File: src/mwfe_pkg.sv
// package: constants, types and helpers shared by the frame extractor modules
package mwfe_pkg;

	localparam int COUNT_BITS = 20;
	localparam int MAXCFG_BITS = 20;
	localparam int LEN_BITS = 32;

	localparam logic [63:0] MAGIC_WORD = 64'h0201_0403_0605_0807;
	localparam logic [MAXCFG_BITS-1:0] MAX_RESET = 20'd65536;
	localparam logic [MAXCFG_BITS-1:0] MIN_FRAME = 20'd16;

	// frame positions of the byte after the magic word and of the last length byte
	localparam logic [COUNT_BITS-1:0] POS_AFTER_MAGIC = COUNT_BITS'(8);
	localparam logic [COUNT_BITS-1:0] POS_LEN_LAST = COUNT_BITS'(15);

	typedef struct packed {
		logic       valid;
		logic       burst;
		logic [7:0] data;
		logic       last;
		logic       err;
	} res_t;

	function automatic logic [7:0] magic_byte(input logic [2:0] idx);
		logic [2:0] lane;
		lane = 3'd7 - idx;
		return MAGIC_WORD[{lane, 3'b000} +: 8];
	endfunction

endpackage

File: src/mwfe_if.sv
// handshake interfaces for the received byte and frame byte channels
interface byte_if;
	logic       valid;
	logic       ready;
	logic [7:0] rx_byte;

	modport source (output valid, output rx_byte, input ready);
	modport sink (input valid, input rx_byte, output ready);
endinterface

interface frame_if;
	logic       valid;
	logic       ready;
	logic [7:0] frame_byte;
	logic       frame_first;
	logic       frame_last;
	logic       length_error;

	modport source (output valid, output frame_byte, output frame_first,
		output frame_last, output length_error, input ready);
	modport sink (input valid, input frame_byte, input frame_first,
		input frame_last, input length_error, output ready);
endinterface

File: src/magic_word_frame_extractor.sv
// top level: magic word frame extractor
//
//   channel | dir | handshake     | payload
//   rx      | in  | valid/ready   | rx_byte[7:0]
//   frame   | out | valid/ready   | frame_byte[7:0], frame_first, frame_last, length_error
//   cfg     | in  | cfg_we        | cfg_wdata[19:0] = max_frame_bytes
//
// one byte per cycle sustained while the frame channel is ready and no magic burst is going out;
// a byte goes from the input register to the result register, and frame valid rises when it
// is loaded there; a magic word match holds the result register while the eight magic
// bytes go out; the next byte waits in the input register until the last of them transfers
// a stalled frame channel fills the input register, then rx ready drops
// reset clears history, frame state and sets max_frame_bytes to 65536
module magic_word_frame_extractor
	import mwfe_pkg::*;
(
	input  logic                   clk,
	input  logic                   arst_n,
	byte_if.sink                   rx,
	frame_if.source                frame,
	input  logic                   cfg_we,
	input  logic [MAXCFG_BITS-1:0] cfg_wdata
);

	res_t res;
	logic free;

	mwfe_parse u_parse (
		.clk       (clk),
		.arst_n    (arst_n),
		.in_valid  (rx.valid),
		.in_byte   (rx.rx_byte),
		.in_ready  (rx.ready),
		.cfg_we    (cfg_we),
		.cfg_wdata (cfg_wdata),
		.out_free  (free),
		.res       (res)
	);

	mwfe_out u_out (
		.clk       (clk),
		.arst_n    (arst_n),
		.res       (res),
		.free      (free),
		.out_valid (frame.valid),
		.out_ready (frame.ready),
		.out_byte  (frame.frame_byte),
		.out_first (frame.frame_first),
		.out_last  (frame.frame_last),
		.out_err   (frame.length_error)
	);

endmodule

File: src/mwfe_parse.sv
// input register, magic word hunt, length tracking and last/error decision
module mwfe_parse
	import mwfe_pkg::*;
(
	input  logic                   clk,
	input  logic                   arst_n,
	input  logic                   in_valid,
	input  logic [7:0]             in_byte,
	output logic                   in_ready,
	input  logic                   cfg_we,
	input  logic [MAXCFG_BITS-1:0] cfg_wdata,
	input  logic                   out_free,
	output res_t                   res
);

	logic                   valid_s1;
	logic [7:0]             byte_s1;
	logic [MAXCFG_BITS-1:0] max_q;
	logic [63:0]            history_q;
	logic                   in_frame_q;
	logic [COUNT_BITS-1:0]  pos_q;
	logic [LEN_BITS-1:0]    len_q;

	logic [63:0]            hist_next;
	logic                   match;
	logic                   produce;
	logic                   advance;
	logic [LEN_BITS-1:0]    len_next;
	logic [MAXCFG_BITS-1:0] max_eff;
	logic                   last;
	logic                   err;

	assign hist_next = {history_q[55:0], byte_s1};
	assign match = (hist_next == MAGIC_WORD);
	assign produce = in_frame_q || match;
	assign advance = valid_s1 && (!produce || out_free);
	assign in_ready = !valid_s1 || advance;
	assign max_eff = (max_q < MIN_FRAME) ? MIN_FRAME : max_q;

	// frame bytes 12..15 carry the little-endian length
	always_comb begin
		len_next = len_q;
		if (pos_q[COUNT_BITS-1:2] == (COUNT_BITS-2)'(3)) begin
			case (pos_q[1:0])
				2'd0: len_next[7:0] = byte_s1;
				2'd1: len_next[15:8] = byte_s1;
				2'd2: len_next[23:16] = byte_s1;
				2'd3: len_next[31:24] = byte_s1;
				default: len_next = len_q;
			endcase
		end
	end

	always_comb begin
		last = 1'b0;
		err = 1'b0;
		if (pos_q >= POS_LEN_LAST) begin
			if (pos_q == POS_LEN_LAST && len_next < LEN_BITS'(MIN_FRAME)) begin
				last = 1'b1;
				err = 1'b1;
			end else if (len_next > LEN_BITS'(max_eff)) begin
				if (pos_q >= max_eff - MAXCFG_BITS'(1)) begin
					last = 1'b1;
					err = 1'b1;
				end
			end else if (LEN_BITS'(pos_q) >= len_next - LEN_BITS'(1)) begin
				last = 1'b1;
			end
		end
	end

	always_comb begin
		res.valid = valid_s1 && produce;
		res.burst = !in_frame_q;
		res.data = byte_s1;
		res.last = in_frame_q && last;
		res.err = in_frame_q && err;
	end

	always_ff @(posedge clk or negedge arst_n) begin
		if (!arst_n) begin
			valid_s1 <= 1'b0;
		end else if (in_ready) begin
			valid_s1 <= in_valid;
		end
	end

	always_ff @(posedge clk) begin
		if (in_ready && in_valid) begin
			byte_s1 <= in_byte;
		end
	end

	always_ff @(posedge clk or negedge arst_n) begin
		if (!arst_n) begin
			max_q <= MAX_RESET;
		end else if (cfg_we) begin
			max_q <= cfg_wdata;
		end
	end

	always_ff @(posedge clk or negedge arst_n) begin
		if (!arst_n) begin
			history_q <= '0;
			in_frame_q <= 1'b0;
			pos_q <= '0;
			len_q <= '0;
		end else if (advance) begin
			if (!in_frame_q) begin
				if (match) begin
					history_q <= '0;
					in_frame_q <= 1'b1;
					pos_q <= POS_AFTER_MAGIC;
					len_q <= '0;
				end else begin
					history_q <= hist_next;
				end
			end else if (last) begin
				history_q <= '0;
				in_frame_q <= 1'b0;
				pos_q <= '0;
				len_q <= '0;
			end else begin
				pos_q <= pos_q + COUNT_BITS'(1);
				len_q <= len_next;
			end
		end
	end

endmodule

File: src/mwfe_out.sv
// result register with the eight byte magic word burst
module mwfe_out
	import mwfe_pkg::*;
(
	input  logic       clk,
	input  logic       arst_n,
	input  res_t       res,
	output logic       free,
	output logic       out_valid,
	input  logic       out_ready,
	output logic [7:0] out_byte,
	output logic       out_first,
	output logic       out_last,
	output logic       out_err
);

	logic       valid_q;
	logic       burst_q;
	logic [2:0] idx_q;
	logic [7:0] data_q;
	logic       first_q;
	logic       last_q;
	logic       err_q;
	logic       xfer;
	logic       burst_more;

	assign xfer = valid_q && out_ready;
	assign burst_more = burst_q && (idx_q != 3'd7);
	assign free = !valid_q || (out_ready && !burst_more);

	assign out_valid = valid_q;
	assign out_byte = data_q;
	assign out_first = first_q;
	assign out_last = last_q;
	assign out_err = err_q;

	always_ff @(posedge clk or negedge arst_n) begin
		if (!arst_n) begin
			valid_q <= 1'b0;
			burst_q <= 1'b0;
			idx_q <= '0;
		end else if (xfer && burst_more) begin
			idx_q <= idx_q + 3'd1;
		end else if (free) begin
			valid_q <= res.valid;
			burst_q <= res.valid && res.burst;
			idx_q <= '0;
		end
	end

	always_ff @(posedge clk) begin
		if (xfer && burst_more) begin
			data_q <= magic_byte(idx_q + 3'd1);
			first_q <= 1'b0;
		end else if (free && res.valid) begin
			data_q <= res.burst ? magic_byte(3'd0) : res.data;
			first_q <= res.burst;
			last_q <= res.last;
			err_q <= res.err;
		end
	end

`ifndef SYNTHESIS
	a_idx_only_in_burst: assert property (@(posedge clk) disable iff (!arst_n)
		!burst_q |-> idx_q == 3'd0)
		else $error("magic index moved outside a burst");

	a_first_at_burst_head: assert property (@(posedge clk) disable iff (!arst_n)
		valid_q && first_q |-> burst_q && idx_q == 3'd0)
		else $error("frame start flag off the first magic byte");

	a_burst_data: assert property (@(posedge clk) disable iff (!arst_n)
		valid_q && burst_q |-> data_q == magic_byte(idx_q) && !last_q && !err_q)
		else $error("magic burst byte wrong");

	a_burst_steps: assert property (@(posedge clk) disable iff (!arst_n)
		xfer && burst_more |=> valid_q && burst_q && idx_q == $past(idx_q) + 3'd1)
		else $error("magic burst skipped a byte");
`endif

endmodule
File: src/flat_wrapper.sv
// flat-port wrapper written by rule: the top's interface ports become plain ports
module magic_word_frame_extractor_flat import mwfe_pkg::*;
  (clk, arst_n, cfg_we, cfg_wdata, rx_valid, rx_rx_byte, rx_ready, frame_valid, frame_frame_byte, frame_frame_first, frame_frame_last, frame_length_error, frame_ready);
  byte_if rx_i ();
  frame_if frame_i ();
  input  logic clk;
  input  logic arst_n;
  input  logic cfg_we;
  input  logic [MAXCFG_BITS-1:0] cfg_wdata;
  input wire logic [$bits(rx_i.valid)-1:0] rx_valid;
  input wire logic [$bits(rx_i.rx_byte)-1:0] rx_rx_byte;
  output wire logic [$bits(rx_i.ready)-1:0] rx_ready;
  output wire logic [$bits(frame_i.valid)-1:0] frame_valid;
  output wire logic [$bits(frame_i.frame_byte)-1:0] frame_frame_byte;
  output wire logic [$bits(frame_i.frame_first)-1:0] frame_frame_first;
  output wire logic [$bits(frame_i.frame_last)-1:0] frame_frame_last;
  output wire logic [$bits(frame_i.length_error)-1:0] frame_length_error;
  input wire logic [$bits(frame_i.ready)-1:0] frame_ready;
  assign rx_i.valid = rx_valid;
  assign rx_i.rx_byte = rx_rx_byte;
  assign rx_ready = rx_i.ready;
  assign frame_valid = frame_i.valid;
  assign frame_frame_byte = frame_i.frame_byte;
  assign frame_frame_first = frame_i.frame_first;
  assign frame_frame_last = frame_i.frame_last;
  assign frame_length_error = frame_i.length_error;
  assign frame_i.ready = frame_ready;
  magic_word_frame_extractor u_core (.clk(clk), .arst_n(arst_n), .rx(rx_i), .frame(frame_i), .cfg_we(cfg_we), .cfg_wdata(cfg_wdata));
endmodule
File: config.mk
export PLATFORM = sky130hd
export DESIGN_NAME = magic_word_frame_extractor_flat
export DESIGN_NICKNAME = d
export VERILOG_FILES = /design/src/mwfe_pkg.sv /design/src/mwfe_if.sv /design/src/magic_word_frame_extractor.sv /design/src/mwfe_parse.sv /design/src/mwfe_out.sv /design/src/flat_wrapper.sv
export SDC_FILE = /design/constraint.sdc
export NUM_CORES = 1
export LEC_CHECK = 0
export BUFFER_PORTS_ARGS = -buffer_cell sky130_fd_sc_hd__clkbuf_2
export CORE_ASPECT_RATIO = 1.2
export CORE_MARGIN = 1.5
export CORE_UTILIZATION = 38
export CTS_CLUSTER_SIZE = 28
export DETAILED_ROUTE_END_ITERATION = 12
export PLACE_DENSITY = 0.58
export SLEW_MARGIN = 10
export SYNTH_ARGS = -nofsm -noshare
export SYNTH_HDL_FRONTEND = slang
export SYNTH_SLANG_ARGS = --single-unit
File: constraint.sdc
create_clock -name clk -period 13.89 [get_ports clk]
set_input_delay 0 -clock clk [delete_from_list [all_inputs] [get_ports clk]]
set_output_delay 0 -clock clk [all_outputs]
set_load 0.02 [all_outputs]
# After elaboration in Yosys (flattened, before gate mapping)
# Cells that the tools add are included.
[totals]
output_inout_bits = 13
regBits = 154
inputBits = 33
elab_cells = 95
[classes]
reduce_logical = 29
bitwise_logic = 1
order_cmp = 6
add_sub_neg = 5
eq_ne = 8
shift = 1
muxes = 31
[op_table]
columns = ["operator", "count"]
rows = [
  ["two-way mux 56 bit", 3],
  ["two-way mux 32 bit", 4],
  ["two-way mux 20 bit", 4],
  ["== test 64 x 58 -> 1 bit (second input constant)", 1],
  ["indexed part select 64 x 7 -> 8 bit (first input constant)", 1],
  ["two-way mux 8 bit", 7],
  [">= comparator 20 x 32 -> 1 bit", 1],
  ["> comparator 32 x 20 -> 1 bit", 1],
  ["< comparator 32 x 5 -> 1 bit (second input constant)", 1],
  ["subtractor 32 x 1 -> 32 bit (second input constant)", 1],
  ["adder 20 x 1 -> 20 bit (second input constant)", 1],
  ["== test 20 x 4 -> 1 bit (second input constant)", 1],
  [">= comparator 20 bit", 1],
  [">= comparator 20 x 4 -> 1 bit (second input constant)", 1],
  ["< comparator 20 x 5 -> 1 bit (second input constant)", 1],
  ["subtractor 20 x 1 -> 20 bit (second input constant)", 1],
  ["== test 18 x 2 -> 1 bit (second input constant)", 1],
  ["logical AND 1 bit", 12],
  ["two-way mux 1 bit", 11],
  ["AND reduction 2 bit", 4],
  ["two-way mux 3 bit", 2],
  ["nonzero test 2 bit", 3],
  ["zero test 1 bit", 5],
  ["== test 2 bit (second input constant)", 2],
  ["8 further kinds", 11],
]

# Logic depth before layout (Yosys ltp)
[depth]
depth_word = 11
mapped_depth = 26
ltp_nobuf = 23

# Cells and area by module
# Synthesis repeated with hierarchy kept, for this count alone.
[hier_totals]
hier_cells = 947
hier_area_um2 = 9305.2
[modules_own_cells]
columns = ["module", "n_inst", "area_each_um2", "cells_each", "seq_area_each_um2"]
rows = [
  ["mwfe_parse", 1, 8516.9, 885, 3494.6],
  ["mwfe_out", 1, 788.3, 62, 445.4],
]

# Worst setup path before layout
# Ideal clock, no wire load.
[synth_path]
path_type = "flip-flop to flip-flop"
from = "register u_core.u_parse.pos_q[8]"
to = "register u_core.u_parse.history_q[16]"
setup_ns = 0.121
required_ns = 13.769
slack_ns = 8.935
stages_incl_launch_ff = 26
n_path_buf = 5
synth_period_minus_slack_ns = 4.955
t_arrival_ns = 4.834
path_cell_list = "dfrtp_1 buf_2 nor4_4 and3_1 buf_4 nand3_1 buf_1 mux2i_1 ha_1 nor4b_1 nand2_1 a21oi_1 o21ai_0 nor4_1 xnor2_1 ha_1 nand4_1 o21ai_0 a21oi_1 a21oi_1 o2111ai_2 nand3_4 nand2_2 buf_6 buf_6 a22o_1"
[synth_between]
elab_chain_len = 10
elab_cells_between_ends = 17
classes_between = "add/sub: 1; order compare: 5; eq/ne: 3; mux: 6; reduce/logical: 2"
[synth_rtl]
columns = ["item", "line_no", "source"]
rows = [
  ["start, declared", "mwfe_parse.sv:21", "logic [COUNT_BITS-1:0] pos_q;"],
  ["start signal, assigned", "mwfe_parse.sv:124", "pos_q <= pos_q + COUNT_BITS'(1);"],
  ["== test 18 x 2 -> 1 bit", "mwfe_parse.sv:43", "if (pos_q[COUNT_BITS-1:2] == (COUNT_BITS-2)'(3)) begin"],
  ["two-way mux 32 bit", "mwfe_parse.sv:43", ""],
  ["subtractor 32 x 1 -> 32 bit", "mwfe_parse.sv:66", "end else if (LEN_BITS'(pos_q) >= len_next - LEN_BITS'(1)) begin"],
  [">= comparator 20 x 32 -> 1 bit", "mwfe_parse.sv:66", ""],
  ["two-way mux 1 bit", "mwfe_parse.sv:66", ""],
  ["two-way mux 1 bit", "mwfe_parse.sv:61", "end else if (len_next > LEN_BITS'(max_eff)) begin"],
  ["two-way mux 1 bit", "mwfe_parse.sv:58", "if (pos_q == POS_LEN_LAST && len_next < LEN_BITS'(MIN_FRAME)) begin"],
  ["two-way mux 1 bit (*)", "mwfe_parse.sv:57", "if (pos_q >= POS_LEN_LAST) begin"],
  ["inequality test 2 x 1 -> 1 bit (no line) (*)", "n/a", ""],
  ["AND reduction 2 bit (no line) (*)", "n/a", ""],
  ["end signal, assigned", "mwfe_parse.sv:116", "history_q <= hist_next;"],
  ["end, declared", "mwfe_parse.sv:19", "logic [63:0] history_q;"],
]
# Mark *: on every way between the ends. The rest lies on a longest branch, timed or not.
# A chain may end at the register's enable or synchronous reset.

# Worst setup path after layout
[layout_path]
from = "register u_core.u_parse.pos_q[14]"
to = "register u_core.u_parse.history_q[9]"
# Same word-level chain as after synthesis.

==> impl_results.md <==
- Post-CTS setup buffer count: 0
- Synth Instances: 902
- Largest net degree at the start of global routing: 81
- Overall die width: 145 µm
- Routed via count: 7,099
- XOR/XNOR Fraction of Synth Area: 0.0371
- Critical path peak fanout: 56
- Proportion of total power due to net switching: 0.280
- Power density over the cells: 102 nW/µm²
- Relative contribution of the clock network to total power: 0.431
- Number of buffers created by CTS: 17
- Highest clock rate: 141 MHz
- Ranking of synthesized cells by area: dfrtp_1 36%, ha_1 9.5%, a22o_1 6.7%, edfxtp_1 5.9%, nand2_1 3.3%
- Number of enable flip-flop cells after synthesis: 18
- Post-synthesis share of cell area spent on full adders, half adders and majority gates: 0.0951
- Number of port buffers: 45
- Top-level port count: 46
- Final routed DRC violation total: 0
- Shortest period the worst path allows: 7.08 ns
- Total die area: 25,200 µm²
- Average detailed-routed wire length per instance: 17.9 µm
- Maximum ir drop on the vdd rail: 0.0742 mV
- Clock slew seen by the registers of the worst setup and hold paths: 0.08 ns
- Power Total: 1.07 mW
- Mapped Nets: 1,005
- Basic-gate share of the synthesized area counting and, or, nand and nor cells: 0.171
- # rows: 62
- Via count of the first global-routing pass: 7,218
- Die Span Y: 174 µm
- Type of element capturing the critical path: flip-flop
- Number of nets in the final layout: 1,059
- Starting Density: 0.386
- MaxCap Viol Count: 0
- Rel. slew slack: 0.276
- Outcome: complete, no violations
- CTS Hold Buffers Added: 31
- Max H-tree Level: 4
- Crit path launch type: flip-flop
- Power spent charging and discharging nets: 0.301 mW
- Final count of pins violating max slew: 0
- Actual slew at the worst max-slew pin: 1.08 ns
- Synth Warn #: 0
- Overall global routing resource usage: 0.190
- Core area: 23,900 µm²
- Largest clock skew in the final design: 0.0136 ns
- Multiplexer fraction of the synthesized cell area: 0.0360
- Share of the synthesized area in the top cell type: 0.364
- Wirelength, routed: 23,100 µm
- DRT antenna net count: 0
- Clock tree from TritonCTS: done
- RePlAce Congestion: 0.876
- Seq. cell area: 3940 µm²
- Number of gates given a new drive strength after cts: 0
- Library cell occupying the most area in the post-synthesis netlist: dfrtp_1
- Worst hold margin: 0.153 ns
- Count of state elements after synthesis: 154
- Depth of the worst register-to-register path: 21
- Setup repair after global routing missed its margin: no
- Cell area after synthesis: 9210 µm²
- Clock sink count: 154
- Dominant cell by count in the synthesized netlist: dfrtp_1
- Layout cell share with drive strength beyond 1: 0.137
- Filler instances: 2,327
- Fin util: 0.441
- Hold Violations, Final: 0
- First-pass detailed-route iteration total: 5
- Final setup fails: 0
- Final period util: 0.510
- Combinational group share of total power: 0.085
- Required time of the critical path: 14.25 ns
- Path class of the lowest-slack min-delay path: primary input to flip-flop
- Final total negative setup slack: 0 ns
- Placed wire-length estimate after detailed placement: 16,500 µm
- Async S/R FF share, synth: 0.877
- Complex-gate fraction of the synthesized area: 0.187
- Clock root buffer: clkbuf_16
- Latest clock arrival within the worst-skew pair: 0.43 ns
- GRT overflow: 0
- DRT iter0 DRCs: 476
- Sequential-to-total area share from yosys stat: 0.428
- # diodes: 0
- P_int: 0.774 mW
- Initial antenna violation count: 0
- Leak pwr: 5.16 nW
- Max clock buf depth: 2
- Mean Syn Cell Area: 10.2 µm²
- Area growth from synthesis to layout: 14.3%
- Sequential fraction of design power: 0.484
- Largest family of logic cells by synthesized area: compound AO/OA/AOI/OAI gates
- Most used flip-flop cell after synthesis: dfrtp_1
- Wire length of the first global-routing pass: 38,300 µm
- Most frequent cells after synthesis: 134 x dfrtp_1, 80 x nand2_1, 70 x a22o_1, 70 x ha_1, 53 x o21ai_0
- Area of combinational cells with multiple inputs: 4850 µm²
- Endpoint arrival time on the critical path: 7.44 ns
- Worst hold stages: 3
- Synth cell types: 72
- Via/cell ratio: 5.51
- Crit Path Category: flip-flop to flip-flop
-- state kept, by name (all words and copies together) (netlist names) --
name and flops:
u_core.u_parse.max_q 20, u_core.u_out.out_err 1, u_core.u_out.idx_q 3, u_core.u_parse.byte_s1 8
u_core.u_parse.in_frame_q 1, u_core.u_parse.valid_s1 1, u_core.u_parse.len_q 32, u_core.u_parse.history_q 56
u_core.u_out.out_first 1, u_core.u_out.out_last 1, u_core.u_parse.pos_q 20, u_core.u_out.out_byte 8
u_core.u_out.burst_q 1, u_core.u_out.out_valid 1
-- power groups by stage --
stage	clock network, mW	logic [mW]	registers (mW)
CTS	0.475	0.0930	0.520
detailed placement	0	0.0860	0.528
global route	0.489	0.104	0.524
finish	0.464	0.0913	0.520
floorplan	0	0.0648	0.512
global placement	0	0.0840	0.528
-- metrics by stage --
| step | instance area (µm²) | setup WS, ns | cells |
|---|---|---|---|
| after floorplan | 9210 | 8.93 | 902 |
| after global placement | 9640 | 6.97 | 1226 |
| after detailed placement | 9640 | 6.80 | 1226 |
| after CTS | 10500 | 6.74 | 1289 |
| after global routing | 10500 | 6.11 | 1289 |
| final | 10500 | 6.81 | 1289 |
-- kinds of logic after synthesis --
family	Yosys count
AOI/OAI and AO/OA	228
xor gates and xnor gates	39
adders and majority gates	70
buffers and inverters	94
DFF	154
muxes	31
and+or+nand+nor	286
-- worst max-delay path, cell delays in order, from the launching register on --
cell	delay [ns]
dfrtp_1	0.47
nor4_2	0.44
and3_1	0.46
nand3_1	0.56
mux2i_1	0.51
ha_1	0.32
nor4b_1	0.26
nand2_1	0.11
a21oi_1	0.35
o21ai_0	0.24
nor4_1	0.36
xnor2_1	0.17
ha_1	0.26
a21o_1	0.16
a21oi_1	0.13
o21ai_0	0.09
a21oi_1	0.13
a21oi_1	0.08
o2111ai_2	0.16
nand3_4	0.48
nand2_2	0.98
a22o_1	0.25
-- cells in the final DEF (no fill, tap or decap), types with 7 or more instances in the layout --
| cell type | instances |
|---|---|
| a21o_1 | 14 |
| a21oi_1 | 34 |
| a22o_1 | 70 |
| and3_1 | 20 |
| clkbuf_16 | 17 |
| clkbuf_2 | 44 |
| dfrtp_1 | 134 |
| dlygate4sd3_1 | 31 |
| edfxtp_1 | 18 |
| ha_1 | 70 |
| inv_1 | 49 |
| mux2_2 | 8 |
| mux2i_1 | 20 |
| nand2_1 | 79 |
| nand3_1 | 17 |
| nand4_1 | 20 |
| nor2_1 | 42 |
| nor2b_1 | 8 |
| nor3_1 | 19 |
| nor4_1 | 19 |
| nor4b_1 | 7 |
| o21ai_0 | 53 |
| o31ai_2 | 19 |
| or3_1 | 15 |
| xnor2_1 | 33 |
-- final timing paths --
path                                          start                      endpoint  slack, ns
min reg2reg                  u_core.u_out.out_first        u_core.u_out.out_first       0.50
min in group asynchronous                    arst_n  u_core.u_parse.history_q[44]       0.17
min                                          cfg_we       u_core.u_parse.max_q[6]       0.15
max reg2reg                u_core.u_parse.pos_q[14]   u_core.u_parse.history_q[9]       6.81
max                        u_core.u_parse.pos_q[14]   u_core.u_parse.history_q[9]       6.81
max in group asynchronous                    arst_n       u_core.u_parse.pos_q[3]      12.47
-- cell type report --
type	instances	share of cell area
inverters	50	0.0178
clock buffers	17	0.0404
multi-input cells	654	0.461
clock inverters	15	0.0154
flip-flops and latches	154	0.374
well taps	320	0.0380
repair buffers	79	0.0536
-- routing by layer --
layer  track usage  vias to the layer above  part of all wire
li1              -                     3454                 -
met1         0.260                     3445              0.47
met2         0.309                      170              0.47
met3        0.0297                       30             0.037
met4        0.0612                        0             0.021
met5             0                        -                 0
No activity file was read; power rests on OpenSTA's default activity.
